### config.mk
export PLATFORM = sky130hd
export DESIGN_NAME = mwic_fifo
export DESIGN_NICKNAME = d
export VERILOG_FILES = /design/src/sv/mass_window_ion_chromatogram_macros.svh /design/src/sv/mwic_pkg.sv /design/src/sv/mwic_fifo.sv
export SDC_FILE = /design/constraint.sdc
export NUM_CORES = 1
export LEC_CHECK = 0
export BUFFER_PORTS_ARGS = -buffer_cell sky130_fd_sc_hd__buf_2
export CAP_MARGIN = 10
export CORE_AREA = 2 2 39 41
export CTS_BUF_LIST = sky130_fd_sc_hd__clkbuf_4 sky130_fd_sc_hd__clkbuf_8 sky130_fd_sc_hd__clkbuf_16
export DETAILED_ROUTE_END_ITERATION = 16
export DIE_AREA = 0 0 41 43
export PLACE_DENSITY = 0.71
export SETUP_SLACK_MARGIN = 0.05
export SLEW_MARGIN = 30
export SYNTH_ARGS = -nofsm -noshare
export SYNTH_HDL_FRONTEND = slang
export SYNTH_SLANG_ARGS = --single-unit
### constraint.sdc
create_clock -name clk_i -period 2.2 [get_ports clk_i]
set_input_delay 0.44 -clock clk_i [delete_from_list [all_inputs] [get_ports clk_i]]
set_output_delay 0.44 -clock clk_i [all_outputs]
set_load 0.005 [all_outputs]
### src/sv/mass_window_ion_chromatogram_macros.svh
// ----------------------------------------------------------------------------
// Mass window ion chromatogram: assertion macros
// Shared concurrent assertion wrappers, clocked on clk_i, off in reset.
// ----------------------------------------------------------------------------
`ifndef MASS_WINDOW_ION_CHROMATOGRAM_MACROS_SVH
`define MASS_WINDOW_ION_CHROMATOGRAM_MACROS_SVH

// cond holds -> prop holds in the same cycle
`define MWIC_ASSERT(lbl, cond, prop, msg) \
  lbl: assert property (@(posedge clk_i) disable iff (!rst_ni) (cond) |-> (prop)) \
    else $error(msg);

// cond holds -> prop holds in the next cycle
`define MWIC_ASSERT_NXT(lbl, cond, prop, msg) \
  lbl: assert property (@(posedge clk_i) disable iff (!rst_ni) (cond) |=> (prop)) \
    else $error(msg);

`endif

### src/sv/mwic_pkg.sv
// ----------------------------------------------------------------------------
// Mass window ion chromatogram: package
// Field widths, codes and the queue entry type shared by all modules.
// ----------------------------------------------------------------------------
package mwic_pkg;

  localparam int ACTION_W     = 2;
  localparam int SLOT_FIELD_W = 4;
  localparam int MZ_W         = 29;
  localparam int INT_W        = 32;
  localparam int SCAN_W       = 24;
  localparam int BASE_W       = 32;
  localparam int SUM_W        = 48;
  localparam int PPM_W        = 17;
  localparam int COUNT_W      = 5;
  localparam int CFG_IDX_W    = 1;
  localparam int CFG_DATA_W   = 17;
  localparam int WIN_W        = 32;
  localparam int PROD_W       = MZ_W + PPM_W;
  localparam int PPM_SCALE    = 100000000;  // 1e-5 m/z units times 0.01 ppm
  localparam int TOL_W        = 20;         // max product / PPM_SCALE fits here

  // PPM_SCALE = 2^SCALE_SHIFT * SCALE_ODD; the odd part is divided by a
  // reciprocal multiply, split into four 19x20 partial products
  localparam int SCALE_SHIFT  = 8;
  localparam int SCALE_ODD    = 390625;
  localparam int QN_W         = PROD_W - SCALE_SHIFT;
  localparam int HALF_W       = QN_W / 2;
  localparam int RECIP_SHIFT  = QN_W + $clog2(SCALE_ODD);
  localparam int RLO_W        = 20;
  localparam int RHI_W        = 19;
  localparam int RECIP_W      = RLO_W + RHI_W;
  localparam int ACC_W        = RECIP_SHIFT + TOL_W;
  localparam logic [RECIP_W-1:0] RECIP = RECIP_W'(
      ((64'd1 << RECIP_SHIFT) + 64'(SCALE_ODD) - 64'd1) / 64'(SCALE_ODD));
  localparam logic [RLO_W-1:0] RECIP_LO = RECIP[RLO_W-1:0];
  localparam logic [RLO_W-1:0] RECIP_HI = RLO_W'(RECIP >> RLO_W);
  localparam int DIV_STEPS    = 4;
  localparam int STEP_W       = $clog2(DIV_STEPS);

  localparam int MAX_OUT      = 16;
  localparam int OUT_CNT_W    = $clog2(MAX_OUT + 1);
  localparam int QUEUE_DEPTH  = 4;

  localparam int SLOTS_DEFAULT          = 16;
  localparam int INTENSITY_BITS_DEFAULT = 32;

  localparam logic [PPM_W-1:0]   PPM_RESET   = PPM_W'(1000);
  localparam logic [COUNT_W-1:0] COUNT_RESET = '0;

  // action codes
  localparam logic [ACTION_W-1:0] ACT_LOAD = 2'd0;
  localparam logic [ACTION_W-1:0] ACT_PEAK = 2'd1;
  localparam logic [ACTION_W-1:0] ACT_SCAN = 2'd2;

  // config register indexes
  localparam logic [CFG_IDX_W-1:0] CFG_PPM_TOLERANCE   = 1'd0;
  localparam logic [CFG_IDX_W-1:0] CFG_PRECURSOR_COUNT = 1'd1;

  typedef enum logic [1:0] {
    KIND_LOAD,
    KIND_PEAK,
    KIND_SCAN
  } mwic_kind_e;

  // queue entry; lo carries the peak m/z for peak requests
  typedef struct packed {
    mwic_kind_e              kind;
    logic [SLOT_FIELD_W-1:0] slot;
    logic [WIN_W-1:0]        lo;
    logic [WIN_W-1:0]        hi;
    logic [INT_W-1:0]        intensity;
    logic [SCAN_W-1:0]       scan;
  } mwic_op_t;

endpackage

### src/sv/mwic_fifo.sv
// ----------------------------------------------------------------------------
// Mass window ion chromatogram: request queue
// Small valid/ready FIFO between the front and back parts.
// ----------------------------------------------------------------------------
module mwic_fifo #(
  parameter type T     = logic,
  parameter int  DEPTH = mwic_pkg::QUEUE_DEPTH
) (
  input  logic clk_i,
  input  logic rst_ni,
  input  T     push_data_i,
  input  logic push_valid_i,
  output logic push_ready_o,
  output T     pop_data_o,
  output logic pop_valid_o,
  input  logic pop_ready_i
);
  localparam int PTR_W = (DEPTH > 1) ? $clog2(DEPTH) : 1;
  localparam int CNT_W = $clog2(DEPTH + 1);

  T                 mem_q [DEPTH];
  logic [PTR_W-1:0] wr_ptr_q, rd_ptr_q;
  logic [CNT_W-1:0] cnt_q;
  logic             push, pop;

  assign push_ready_o = (cnt_q != CNT_W'(DEPTH));
  assign pop_valid_o  = (cnt_q != '0);
  assign pop_data_o   = mem_q[rd_ptr_q];
  assign push         = push_valid_i && push_ready_o;
  assign pop          = pop_valid_o && pop_ready_i;

  function automatic logic [PTR_W-1:0] ptr_inc(input logic [PTR_W-1:0] p);
    ptr_inc = (p == PTR_W'(DEPTH - 1)) ? '0 : p + 1'b1;
  endfunction

  always_ff @(posedge clk_i) begin
    if (push) begin
      mem_q[wr_ptr_q] <= push_data_i;
    end
  end

  always_ff @(posedge clk_i or negedge rst_ni) begin
    if (!rst_ni) begin
      wr_ptr_q <= '0;
      rd_ptr_q <= '0;
      cnt_q    <= '0;
    end else begin
      if (push) begin
        wr_ptr_q <= ptr_inc(wr_ptr_q);
      end
      if (pop) begin
        rd_ptr_q <= ptr_inc(rd_ptr_q);
      end
      if (push && !pop) begin
        cnt_q <= cnt_q + 1'b1;
      end else if (pop && !push) begin
        cnt_q <= cnt_q - 1'b1;
      end
    end
  end
endmodule

==> flow_summary_export.csv <==
group,metric,value,unit
floorplan,core_area,1384,sq um
timing,tightest_slew,0.1873,ns
timing,relSlewSlack,87.51,%
logic_synthesis,yosysSeqAreaShare,49.89,%
logic_synthesis,synth_top_family_by_area,"adder cells",
clock_network,cts-hold-fix-buffers,1,
grt,grt_pass1_vias,293,
logic_synthesis,muxShareOfSynthArea,14.59,%
logic_synthesis,ys_types,16,
layout,final_core_util,50.18,%
logic_synthesis,synth-compound-area-share,1.903,%
timing,hold_viol,0,
worst_setup_path,crit_buf_inv,1,
grt,grt_max_degree,8,
placed_design,dp_slack,0.1742,ns
hold_path,hp-class,"input pin to flop",
routing,routed_via_density,4.648,
logic_synthesis,synth_xor_area_share,4.440,%
clock_network,cts.clk_slew.worst_paths,0.07,ns
worst_setup_path,end_kind,"flop",
outcome,outcome,"finished clean",
layout,antenna_cells,0,
logic_synthesis,synth-async-reset-ratio,63.64,%
routing,wl_per_cell,10.24,microns
logic_synthesis,synth-seq-cells,11,
logic_synthesis,yosysWarnings,0,
timing,worst_slack,0.1692,ns
worst_setup_path,start_kind,"flop",
worst_setup_path,crit_slowest_cell,"dfrtp_1",
layout,synthToLayoutAreaGrowth,17.34,%
logic_synthesis,syn-num-nets,54,
clock_network,clk_latency,0.26,ns
grt,antenna_found_initial,0,
power,p_per_area,1304,nW/um^2
clock_network,cts_resized,0,
timing,setup_viol,0,
timing,tns,0,ns
flow_run,drv_cap,0,
logic_synthesis,yosysTopAreaCellShare,29.60,%
placed_design,dp_hpwl,579.9,microns
logic_synthesis,syn_area,591.8,sq um
floorplan,fp-row-count,14,
timing,post-route-min-period,2.031,ns
timing,final_max_slew_viol_count,0,
clock_network,root_buffer,"clkbuf_4",
floorplan,initial_utilization,42.77,%
clock_network,cts_buffers,3,
timing,worst_clock_skew,0.002233,ns
power,ir_drop,562.2,uV
logic_synthesis,synth_top_area_cell,"dfrtp_1",
layout,fill_cells,126,
floorplan,ios,8,
logic_synthesis,synthAdderAreaFrac,16.07,%
logic_synthesis,synth_common_cells,"dfrtp_1 (7), ha_1 (6), and2_1 (4), edfxtp_1 (4), nor2_1 (4)",
worst_setup_path,arrival,2.22,ns
timing,post-route-period-util,92.31,%
floorplan,die_h,43,microns
clock_network,htreeDepth,1,
worst_setup_path,crit_type,"flop to flop",
placed_design,portBuffers,7,
placed_design,place_area,654.4,sq um
worst_setup_path,crit_required,2.39,ns
logic_synthesis,syn_area_per_cell,14.09,sq um
logic_synthesis,synth_simple_gate_area_share,11.21,%
worst_setup_path,slowest_delay,0.44,ns
routing,drcViolationCount,0,
grt,gr-total-overflow,0,
layout,stdcell_area,694.4,sq um
routing,first_iter_violations,4,
floorplan,dieArea,1763,sq um
logic_synthesis,synth_edf_count,4,
worst_setup_path,crit_family,"simple AND/OR/NAND/NOR gates",
logic_synthesis,synth_area_leaders,"dfrtp_1 (30%), edfxtp_1 (20%), ha_1 (13%), mux2_2 (5.7%), mux2_4 (5.1%)",
worst_setup_path,path_cells,"or3_4 > nand2_4 > ha_1 > inv_1 > fa_1 > xor2_1 > nor2_1 > xor2_1",
clock_network,clock-sinks,11,
logic_synthesis,synth.most_common_cell,"dfrtp_1",
clock_network,clockBufferDepth,2,
logic_synthesis,synthFlopType,"dfrtp_1",
routing,dr.pass1.iters,5,
placed_design,gp_congestion,0.7297,
timing,fmax,0.4924,GHz
floorplan,die_x,41,microns
layout,drive_gt1_share,38.18,%
layout,fin_nets,68,
timing,rsz0062_at_grt,"false",
worst_setup_path,critPathMaxFanout,4,
routing,vias,330,
grt,gr-usage-all-layers,11.13,%
logic_synthesis,synth_cells,42,
power,p_leak,0.0003171,uW
clock_network,cts_tree,"done",
clock_network,postCtsSetupBuffers,0,
grt,grt_pass1_wl,1.179,mm
routing,final_antenna_net_count,0,
worst_setup_path,cpMostUsedCell,"xor2_1",
routing,wirelength,727,microns
metrics by stage:
step | power [uW] | hold slack [ns] | std cells
detailed placement | 772.4 | 0.2807 | 66
floorplan | 674.4 | 0.1444 | 42
CTS | 926.1 | 0.3815 | 71
finish | 905.4 | 0.3897 | 71
global route | 1003 | 0.3714 | 71
global placement | 760.0 | 0.2793 | 66
area by class of cell:
class / instances / area, sq um / area share [%]
flip-flops and latches: 11 / 295.3 / 42.52
multi-input cells: 28 / 285.3 / 41.08
repair buffers: 9 / 52.55 / 7.568
clock buffers: 4 / 30.03 / 4.324
well taps: 16 / 20.02 / 2.883
inverters: 3 / 11.26 / 1.622
per-layer routing:
layer  GRT usage (%)  wire [microns]  vias up  share of wire (%)
li1                -               -      169                  -
met1           12.59             354      152                 49
met2           14.06             343        7                 47
met3           6.283              14        2                1.9
met4           10.00              14        0                1.9
met5               0               0        -                  0
logic make-up (layout without fill, tap and decap cells):
| kind of cell | Yosys count | in the layout |
|---|---|---|
| AOI/OAI and AO/OA | 1 | 1 |
| xor gates and xnor gates | 3 | 3 |
| adders and majority gates | 7 | 7 |
| buffers and inverters | 3 | 16 |
| DFF | 11 | 11 |
| muxes | 6 | 6 |
| and+or+nand+nor | 11 | 11 |
flip-flops by register name, summed over array words and instances (netlist names):
name	flops
wr_ptr_q	2
rd_ptr_q	2
cnt_q	3
mem_q	4
where the power goes:
part	internal, uW	total [uW]	switching (uW)
Clock	82.5	145	62.7
Sequential	301	383	82.7
Combinational	227	377	150
Total	610	905	296
cell usage in the layout (no fill, tap or decap), drive strengths merged:
cell / count
dfrtp: 7
dlygate4sd3: 1
a21boi: 1
buf: 8
and2: 4
inv: 3
nand2: 2
edfxtp: 4
mux4: 1
xnor2: 1
nor2: 4
or3: 1
xor2: 2
fa: 1
clkbuf: 4
ha: 6
mux2: 5
path summary, 6_finish.rpt:
check	startpoint	endpoint	slack (ns)	cells past startpoint
min in group asynchronous	rst_ni	cnt_q[0]$_DFFE_PN0P_	0.53	2
worst max register to register	cnt_q[0]$_DFFE_PN0P_	cnt_q[2]$_DFFE_PN0P_	0.17	8
worst max-delay path	cnt_q[0]$_DFFE_PN0P_	cnt_q[2]$_DFFE_PN0P_	0.17	8
max in group asynchronous	rst_ni	wr_ptr_q[1]$_DFFE_PN0P_	1.52	2
worst min-delay path	push_data_i	mem_q[1]$_DFFE_PP_	0.39	1
worst min register to register	cnt_q[2]$_DFFE_PN0P_	cnt_q[2]$_DFFE_PN0P_	0.54	1
Note: power is estimated with default switching activity, not from simulation.
