--- src/sv/mass_window_ion_chromatogram_macros.svh ---
// ----------------------------------------------------------------------------
// Mass window ion chromatogram: assertion macros
// Shared concurrent assertion wrappers, clocked on clk_i, off in reset.
// ----------------------------------------------------------------------------
`ifndef MASS_WINDOW_ION_CHROMATOGRAM_MACROS_SVH
`define MASS_WINDOW_ION_CHROMATOGRAM_MACROS_SVH

// cond holds -> prop holds in the same cycle
`define MWIC_ASSERT(lbl, cond, prop, msg) \
  lbl: assert property (@(posedge clk_i) disable iff (!rst_ni) (cond) |-> (prop)) \
    else $error(msg);

// cond holds -> prop holds in the next cycle
`define MWIC_ASSERT_NXT(lbl, cond, prop, msg) \
  lbl: assert property (@(posedge clk_i) disable iff (!rst_ni) (cond) |=> (prop)) \
    else $error(msg);

`endif

--- src/sv/mwic_pkg.sv ---
// ----------------------------------------------------------------------------
// Mass window ion chromatogram: package
// Field widths, codes and the queue entry type shared by all modules.
// ----------------------------------------------------------------------------
package mwic_pkg;

  localparam int ACTION_W     = 2;
  localparam int SLOT_FIELD_W = 4;
  localparam int MZ_W         = 29;
  localparam int INT_W        = 32;
  localparam int SCAN_W       = 24;
  localparam int BASE_W       = 32;
  localparam int SUM_W        = 48;
  localparam int PPM_W        = 17;
  localparam int COUNT_W      = 5;
  localparam int CFG_IDX_W    = 1;
  localparam int CFG_DATA_W   = 17;
  localparam int WIN_W        = 32;
  localparam int PROD_W       = MZ_W + PPM_W;
  localparam int PPM_SCALE    = 100000000;  // 1e-5 m/z units times 0.01 ppm
  localparam int TOL_W        = 20;         // max product / PPM_SCALE fits here

  // PPM_SCALE = 2^SCALE_SHIFT * SCALE_ODD; the odd part is divided by a
  // reciprocal multiply, split into four 19x20 partial products
  localparam int SCALE_SHIFT  = 8;
  localparam int SCALE_ODD    = 390625;
  localparam int QN_W         = PROD_W - SCALE_SHIFT;
  localparam int HALF_W       = QN_W / 2;
  localparam int RECIP_SHIFT  = QN_W + $clog2(SCALE_ODD);
  localparam int RLO_W        = 20;
  localparam int RHI_W        = 19;
  localparam int RECIP_W      = RLO_W + RHI_W;
  localparam int ACC_W        = RECIP_SHIFT + TOL_W;
  localparam logic [RECIP_W-1:0] RECIP = RECIP_W'(
      ((64'd1 << RECIP_SHIFT) + 64'(SCALE_ODD) - 64'd1) / 64'(SCALE_ODD));
  localparam logic [RLO_W-1:0] RECIP_LO = RECIP[RLO_W-1:0];
  localparam logic [RLO_W-1:0] RECIP_HI = RLO_W'(RECIP >> RLO_W);
  localparam int DIV_STEPS    = 4;
  localparam int STEP_W       = $clog2(DIV_STEPS);

  localparam int MAX_OUT      = 16;
  localparam int OUT_CNT_W    = $clog2(MAX_OUT + 1);
  localparam int QUEUE_DEPTH  = 4;

  localparam int SLOTS_DEFAULT          = 16;
  localparam int INTENSITY_BITS_DEFAULT = 32;

  localparam logic [PPM_W-1:0]   PPM_RESET   = PPM_W'(1000);
  localparam logic [COUNT_W-1:0] COUNT_RESET = '0;

  // action codes
  localparam logic [ACTION_W-1:0] ACT_LOAD = 2'd0;
  localparam logic [ACTION_W-1:0] ACT_PEAK = 2'd1;
  localparam logic [ACTION_W-1:0] ACT_SCAN = 2'd2;

  // config register indexes
  localparam logic [CFG_IDX_W-1:0] CFG_PPM_TOLERANCE   = 1'd0;
  localparam logic [CFG_IDX_W-1:0] CFG_PRECURSOR_COUNT = 1'd1;

  typedef enum logic [1:0] {
    KIND_LOAD,
    KIND_PEAK,
    KIND_SCAN
  } mwic_kind_e;

  // queue entry; lo carries the peak m/z for peak requests
  typedef struct packed {
    mwic_kind_e              kind;
    logic [SLOT_FIELD_W-1:0] slot;
    logic [WIN_W-1:0]        lo;
    logic [WIN_W-1:0]        hi;
    logic [INT_W-1:0]        intensity;
    logic [SCAN_W-1:0]       scan;
  } mwic_op_t;

endpackage

--- src/sv/mwic_if.sv ---
// ----------------------------------------------------------------------------
// Mass window ion chromatogram: channel interfaces
// Request, result and configuration channels, valid/ready handshake.
// ----------------------------------------------------------------------------
interface mwic_req_if;
  logic                              valid;
  logic                              ready;
  logic [mwic_pkg::ACTION_W-1:0]     action;
  logic [mwic_pkg::SLOT_FIELD_W-1:0] slot;
  logic [mwic_pkg::MZ_W-1:0]         mz_value;
  logic [mwic_pkg::INT_W-1:0]        intensity;
  logic [mwic_pkg::SCAN_W-1:0]       scan_id;

  modport source (output valid, action, slot, mz_value, intensity, scan_id, input ready);
  modport sink   (input valid, action, slot, mz_value, intensity, scan_id, output ready);
endinterface


--- src/sv/mwic_front.sv ---
// ----------------------------------------------------------------------------
// Mass window ion chromatogram: front end
// Accepts requests, drops the ones without effect, and turns a load into
// window bounds (multiply, then a four-step reciprocal multiply for the
// division by the ppm scale).
// ----------------------------------------------------------------------------
module mwic_front #(
  parameter int SLOTS          = mwic_pkg::SLOTS_DEFAULT,
  parameter int INTENSITY_BITS = mwic_pkg::INTENSITY_BITS_DEFAULT
) (
  input  logic                         clk_i,
  input  logic                         rst_ni,
  mwic_req_if.sink                     req_i,
  input  logic [mwic_pkg::PPM_W-1:0]   ppm_i,
  output mwic_pkg::mwic_op_t           op_o,
  output logic                         op_valid_o,
  input  logic                         op_ready_i
);
  import mwic_pkg::*;

  localparam int IW_EFF = (INTENSITY_BITS < INT_W) ? INTENSITY_BITS : INT_W;
  localparam logic [INT_W-1:0] INT_MASK = INT_W'((65'd1 << IW_EFF) - 65'd1);
  localparam int PART_W = HALF_W + RLO_W;

  localparam logic [1:0] FS_IDLE = 2'd0;
  localparam logic [1:0] FS_MUL  = 2'd1;
  localparam logic [1:0] FS_DIV  = 2'd2;
  localparam logic [1:0] FS_PUSH = 2'd3;

  logic [1:0]              st_q, st_d;
  logic [MZ_W-1:0]         mz_q;
  logic [SLOT_FIELD_W-1:0] slot_q;
  logic [QN_W-1:0]         num_q;   // product with the power-of-two part removed
  logic [ACC_W-1:0]        acc_q;
  logic [STEP_W-1:0]       step_q;

  logic              accept, direct_push, load_take;
  logic [INT_W-1:0]  inten_m;
  logic [WIN_W-1:0]  mz_w, tol_w;
  logic [PROD_W-1:0] prod;
  logic [HALF_W-1:0] mul_a;
  logic [RLO_W-1:0]  mul_b;
  logic [PART_W-1:0] part;
  logic [ACC_W-1:0]  part_sh;

  assign req_i.ready = (st_q == FS_IDLE) && op_ready_i;
  assign accept      = req_i.valid && req_i.ready;
  assign inten_m     = req_i.intensity & INT_MASK;
  assign mz_w        = WIN_W'(mz_q);
  assign tol_w       = WIN_W'(acc_q[ACC_W-1:RECIP_SHIFT]);

  // partial product per step: low/high half of the numerator times
  // low/high part of the reciprocal
  assign prod  = PROD_W'(mz_q) * PROD_W'(ppm_i);
  assign mul_a = step_q[1] ? num_q[QN_W-1:HALF_W] : num_q[HALF_W-1:0];
  assign mul_b = step_q[0] ? RECIP_HI : RECIP_LO;
  assign part  = PART_W'(mul_a) * PART_W'(mul_b);

  always_comb begin
    case (step_q)
      2'd0:    part_sh = ACC_W'(part);
      2'd1:    part_sh = ACC_W'(part) << RLO_W;
      2'd2:    part_sh = ACC_W'(part) << HALF_W;
      default: part_sh = ACC_W'(part) << (HALF_W + RLO_W);
    endcase
  end

  always_comb begin
    direct_push = 1'b0;
    load_take   = 1'b0;
    case (req_i.action)
      ACT_LOAD: load_take   = accept && (int'(req_i.slot) < SLOTS);
      ACT_PEAK: direct_push = accept && (inten_m != '0);
      ACT_SCAN: direct_push = accept;
      default:  ;
    endcase
  end

  always_comb begin
    op_valid_o = direct_push || (st_q == FS_PUSH);
    if (st_q == FS_PUSH) begin
      op_o.kind      = KIND_LOAD;
      op_o.slot      = slot_q;
      op_o.lo        = (tol_w > mz_w) ? '0 : mz_w - tol_w;
      op_o.hi        = mz_w + tol_w;
      op_o.intensity = '0;
      op_o.scan      = '0;
    end else begin
      op_o.kind      = (req_i.action == ACT_SCAN) ? KIND_SCAN : KIND_PEAK;
      op_o.slot      = req_i.slot;
      op_o.lo        = WIN_W'(req_i.mz_value);
      op_o.hi        = '0;
      op_o.intensity = inten_m;
      op_o.scan      = req_i.scan_id;
    end
  end

  always_comb begin
    st_d = st_q;
    case (st_q)
      FS_IDLE: if (load_take) st_d = FS_MUL;
      FS_MUL:  st_d = FS_DIV;
      FS_DIV:  if (step_q == STEP_W'(DIV_STEPS - 1)) st_d = FS_PUSH;
      FS_PUSH: if (op_ready_i) st_d = FS_IDLE;
      default: st_d = FS_IDLE;
    endcase
  end

  always_ff @(posedge clk_i or negedge rst_ni) begin
    if (!rst_ni) begin
      st_q <= FS_IDLE;
    end else begin
      st_q <= st_d;
    end
  end

  // datapath: product, then one partial product accumulated per cycle
  always_ff @(posedge clk_i) begin
    if (load_take) begin
      mz_q   <= req_i.mz_value;
      slot_q <= req_i.slot;
    end
    if (st_q == FS_MUL) begin
      num_q  <= prod[PROD_W-1:SCALE_SHIFT];
      acc_q  <= '0;
      step_q <= '0;
    end else if (st_q == FS_DIV) begin
      acc_q  <= acc_q + part_sh;
      step_q <= step_q + 1'b1;
    end
  end
endmodule

--- src/flat_wrapper.sv ---
// flat-port wrapper written by rule: the top's interface ports become plain ports
module mwic_front_flat import mwic_pkg::*;
#(
  parameter int SLOTS          = mwic_pkg::SLOTS_DEFAULT,
  parameter int INTENSITY_BITS = mwic_pkg::INTENSITY_BITS_DEFAULT
)
  (clk_i, rst_ni, ppm_i, op_o, op_valid_o, op_ready_i, req_i_valid, req_i_action, req_i_slot, req_i_mz_value, req_i_intensity, req_i_scan_id, req_i_ready);
  mwic_req_if req_i_i ();
  input  logic clk_i;
  input  logic rst_ni;
  input  logic [mwic_pkg::PPM_W-1:0] ppm_i;
  output mwic_pkg::mwic_op_t op_o;
  output logic op_valid_o;
  input  logic op_ready_i;
  input wire logic [$bits(req_i_i.valid)-1:0] req_i_valid;
  input wire logic [$bits(req_i_i.action)-1:0] req_i_action;
  input wire logic [$bits(req_i_i.slot)-1:0] req_i_slot;
  input wire logic [$bits(req_i_i.mz_value)-1:0] req_i_mz_value;
  input wire logic [$bits(req_i_i.intensity)-1:0] req_i_intensity;
  input wire logic [$bits(req_i_i.scan_id)-1:0] req_i_scan_id;
  output wire logic [$bits(req_i_i.ready)-1:0] req_i_ready;
  assign req_i_i.valid = req_i_valid;
  assign req_i_i.action = req_i_action;
  assign req_i_i.slot = req_i_slot;
  assign req_i_i.mz_value = req_i_mz_value;
  assign req_i_i.intensity = req_i_intensity;
  assign req_i_i.scan_id = req_i_scan_id;
  assign req_i_ready = req_i_i.ready;
  mwic_front #(.SLOTS(SLOTS), .INTENSITY_BITS(INTENSITY_BITS)) u_core (.clk_i(clk_i), .rst_ni(rst_ni), .req_i(req_i_i), .ppm_i(ppm_i), .op_o(op_o), .op_valid_o(op_valid_o), .op_ready_i(op_ready_i));
endmodule
--- config.mk ---
export PLATFORM = sky130hd
export DESIGN_NAME = mwic_front_flat
export DESIGN_NICKNAME = d
export VERILOG_FILES = /design/src/sv/mass_window_ion_chromatogram_macros.svh /design/src/sv/mwic_pkg.sv /design/src/sv/mwic_if.sv /design/src/sv/mwic_front.sv /design/src/flat_wrapper.sv
export SDC_FILE = /design/constraint.sdc
export NUM_CORES = 2
export LEC_CHECK = 0
export BUFFER_PORTS_ARGS = -buffer_cell sky130_fd_sc_hd__buf_2
export CAP_MARGIN = 0
export CELL_PAD_IN_SITES_DETAIL_PLACEMENT = 0
export CELL_PAD_IN_SITES_GLOBAL_PLACEMENT = 1
export CORE_MARGIN = 10
export CORE_UTILIZATION = 45
export CTS_CLUSTER_SIZE = 8
export DETAILED_ROUTE_END_ITERATION = 12
export PLACE_DENSITY_LB_ADDON = 0.1
export SLEW_MARGIN = 20
export SYNTH_ARGS = -nofsm -noshare
export SYNTH_HDL_FRONTEND = slang
export SYNTH_SLANG_ARGS = --single-unit
--- constraint.sdc ---
create_clock -name clk_i -period 21.7 [get_ports clk_i]
set_input_delay 0 -clock clk_i [delete_from_list [all_inputs] [get_ports clk_i]]
set_output_delay 0 -clock clk_i [all_outputs]
set_load 0.005 [all_outputs]
==> run metrics <==
minimum clock period around 11 ns; number of global-route vias before repair roughly 33000; Startpoint Class flop; Top Family by Delay on Critical Path compound AO/OA/AOI/OAI gates; vias per cell 5.375; Setup TNS 0 ns; CTS-repair resized insts 0; Cell Area, Synth roughly 38000 um2; Hold Crit Start op_ready_i; unrepaired setup endpoints after global routing false; Crit-path slowest cell mux2i_1; Core Area approximately 85000 um2; hold path depth 3; most numerous cell in the Yosys netlist inv_1; clk sink count ~150; Global Route Usage Sum about 25%; Buffers on Ports 237; post-route DRC violation count 0; WP data arrival ~11 ns; FMAX 0.09002 GHz; Avg Cell Area, Syn roughly 8.4 um2; Slew headroom about 24%; Primary FF master, synth dfxtp_1; GRT overflow 0; CTS tree yes; count of cell types in the netlist 83; r2r setup slk roughly 11 ns; max incr delay on CP roughly 0.59 ns; Inserted Clock Buffers 17; max-slew violations 0; Vias approximately 32000; worst hold path class in2reg; pin count of the biggest net entering global routing 67; EDFF count, synth 71; Synth area leader fa_1; first-pass GRT wire length about 190 mm; share of cells above drive strength 1 ~7.5%; Syn-to-layout area delta 7.933%; # IOs 240; worst path required time ~22 ns; GP Congestion between 0.9 and 1; reg2reg path depth 39; Critical Path Fanout Max 24; CTS Root Cell clkbuf_16; drt pass-1 iters 6; synth top area cells fa_1 (30%), ha_1 (14%), inv_1 (8.3%); hold endpoint u_core.st_q[0]; Setup crit end kind flop; post-CTS setup buffers 0; clk_skew approximately 0.019 ns; Final setup viols 0; clk_lat worst skew roughly 0.5 ns; max cap viols 0; final core occ roughly 49%; Buffers & Inverters on Critical Path 7; row cnt roughly 110; Tcrit/Tclk final 51.19%; initial antenna violation count 0; post-route ant nets 0; Ant. Diodes 0; Post-synth top cells inv_1 (849), fa_1 (584), nand2_1 (577); Starting Density 45.27%; Avg WL per Cell ~21 um; Die Height about 310 um; Worst R2R End u_core.acc_q[71]; Synth top area share 30.38%; Worst-Margin Slew ~1.1 ns; Synth Register Bits 152; Crit Path Class reg2reg; hold buffers post-CTS 35; Yosys warnings 0; Max clock buf depth 2; DRT Wirelength approximately 120 mm; sequential element share of the synthesized area between 9 and 10%; status finished clean; async set or reset register ratio after synthesis approximately 1.3%; htree depth 4; Die W roughly 310 um; final net count slightly below 6000; DRT iter0 DRCs between 2000 and 2500; Worst-path clk slew around 0.08 ns; die area 97620 um2; Final Hold Viols 0; RR Startpoint u_core.step_q[1]; Synth Instances ~4600; Post-DP HPWL roughly 100 mm
cell type report:
class                   count  area [um2]
clock buffers              22       516.7
clock inverters             9       98.84
fillers                  8458       43470
inverters                 852        3198
multi-input cells        3379       30720
flip-flops and latches    152        3764
well taps                1144        1431
repair buffers            309        1814
registers in the layout, summed over array words and instances, names as in the netlist:
name           flops
u_core.mz_q       29
u_core.step_q      2
u_core.st_q        2
u_core.acc_q      77
u_core.num_q      38
u_core.slot_q      4
tightest hold or removal path, stage by stage:
cell and delay (ns):
buf_2 0.09, o22ai_1 0.12, o32a_1 0.30
cells by family (layout without fill, tap and decap cells):
kind of cell / Yosys count / count (layout) / share of synthesized area, %
AND/OR/NAND/NOR: 1374 / 1374 / 16.52
multiplexers: 78 / 78 / 2.064
buffers and inverters: 1091 / 1192 / 10.69
flip-flops: 152 / 152 / 9.779
other: 2 / 19 / 0.01951
XOR/XNOR: 181 / 181 / 4.119
AO/OA/AOI/OAI: 700 / 700 / 12.03
adder cells (fa/ha/maj): 1027 / 1027 / 44.78
how the worst max path moves through the flow:
stage / start / end / slack [ns] / cells after the start
2_1_floorplan: u_core.step_q[1] / u_core.acc_q[71] / 11.52 / 42
3_3_place_gp: u_core.step_q[1] / u_core.acc_q[75] / 10.81 / 35
3_5_place_dp: u_core.step_q[1] / u_core.acc_q[76] / 10.73 / 35
4_1_cts: u_core.step_q[1] / u_core.acc_q[76] / 10.68 / 35
5_1_grt: u_core.step_q[1] / u_core.acc_q[71] / 9.79 / 39
6_report: u_core.step_q[1] / u_core.acc_q[71] / 10.59 / 39
layout by cell type, fill, tap and decap left out, drive strengths merged, types with 22 or more instances in the layout:
| cell | Yosys | final |
|---|---|---|
| a21o | 96 | 96 |
| a21oi | 207 | 207 |
| a31oi | 22 | 22 |
| and2 | 160 | 160 |
| buf | 25 | 274 |
| clkbuf | 214 | 22 |
| dfxtp | 79 | 79 |
| dlygate4sd3 | 0 | 35 |
| edfxtp | 71 | 71 |
| fa | 584 | 584 |
| ha | 443 | 443 |
| inv | 849 | 856 |
| mux2i | 67 | 67 |
| nand2 | 578 | 578 |
| nand3 | 35 | 35 |
| nand4 | 56 | 56 |
| nor2 | 306 | 306 |
| nor2b | 83 | 83 |
| nor3 | 43 | 43 |
| o21a | 27 | 27 |
| o21ai | 118 | 118 |
| o21bai | 36 | 36 |
| xnor2 | 120 | 120 |
| xor2 | 61 | 61 |
through the flow:
stage	cells	setup WS (ns)	cell area, um2	hold WS (ns)
6_report	5867	10.59	41540	0.04665
5_1_grt	5867	9.794	41540	0.06962
4_1_cts	5867	10.68	41540	0.02379
3_5_place_dp	5801	10.73	40570	-0.2107
3_3_place_gp	5801	10.81	40570	-0.2152
2_1_floorplan	4622	11.52	38550	-0.2956
routing by layer:
metal	up-vias	share of wire (%)	track usage, %	wire length (um)
met2	766	49	43.35	60290
met3	147	4.3	3.003	5360
li1	14900	-	-	-
met4	0	2.7	7.125	3325
met5	-	0	0	0
met1	15730	44	33.42	54870
Power is left out: the tool's default activity adds up to more than one toggle a clock period on the data nets, which glitch-free logic cannot reach.
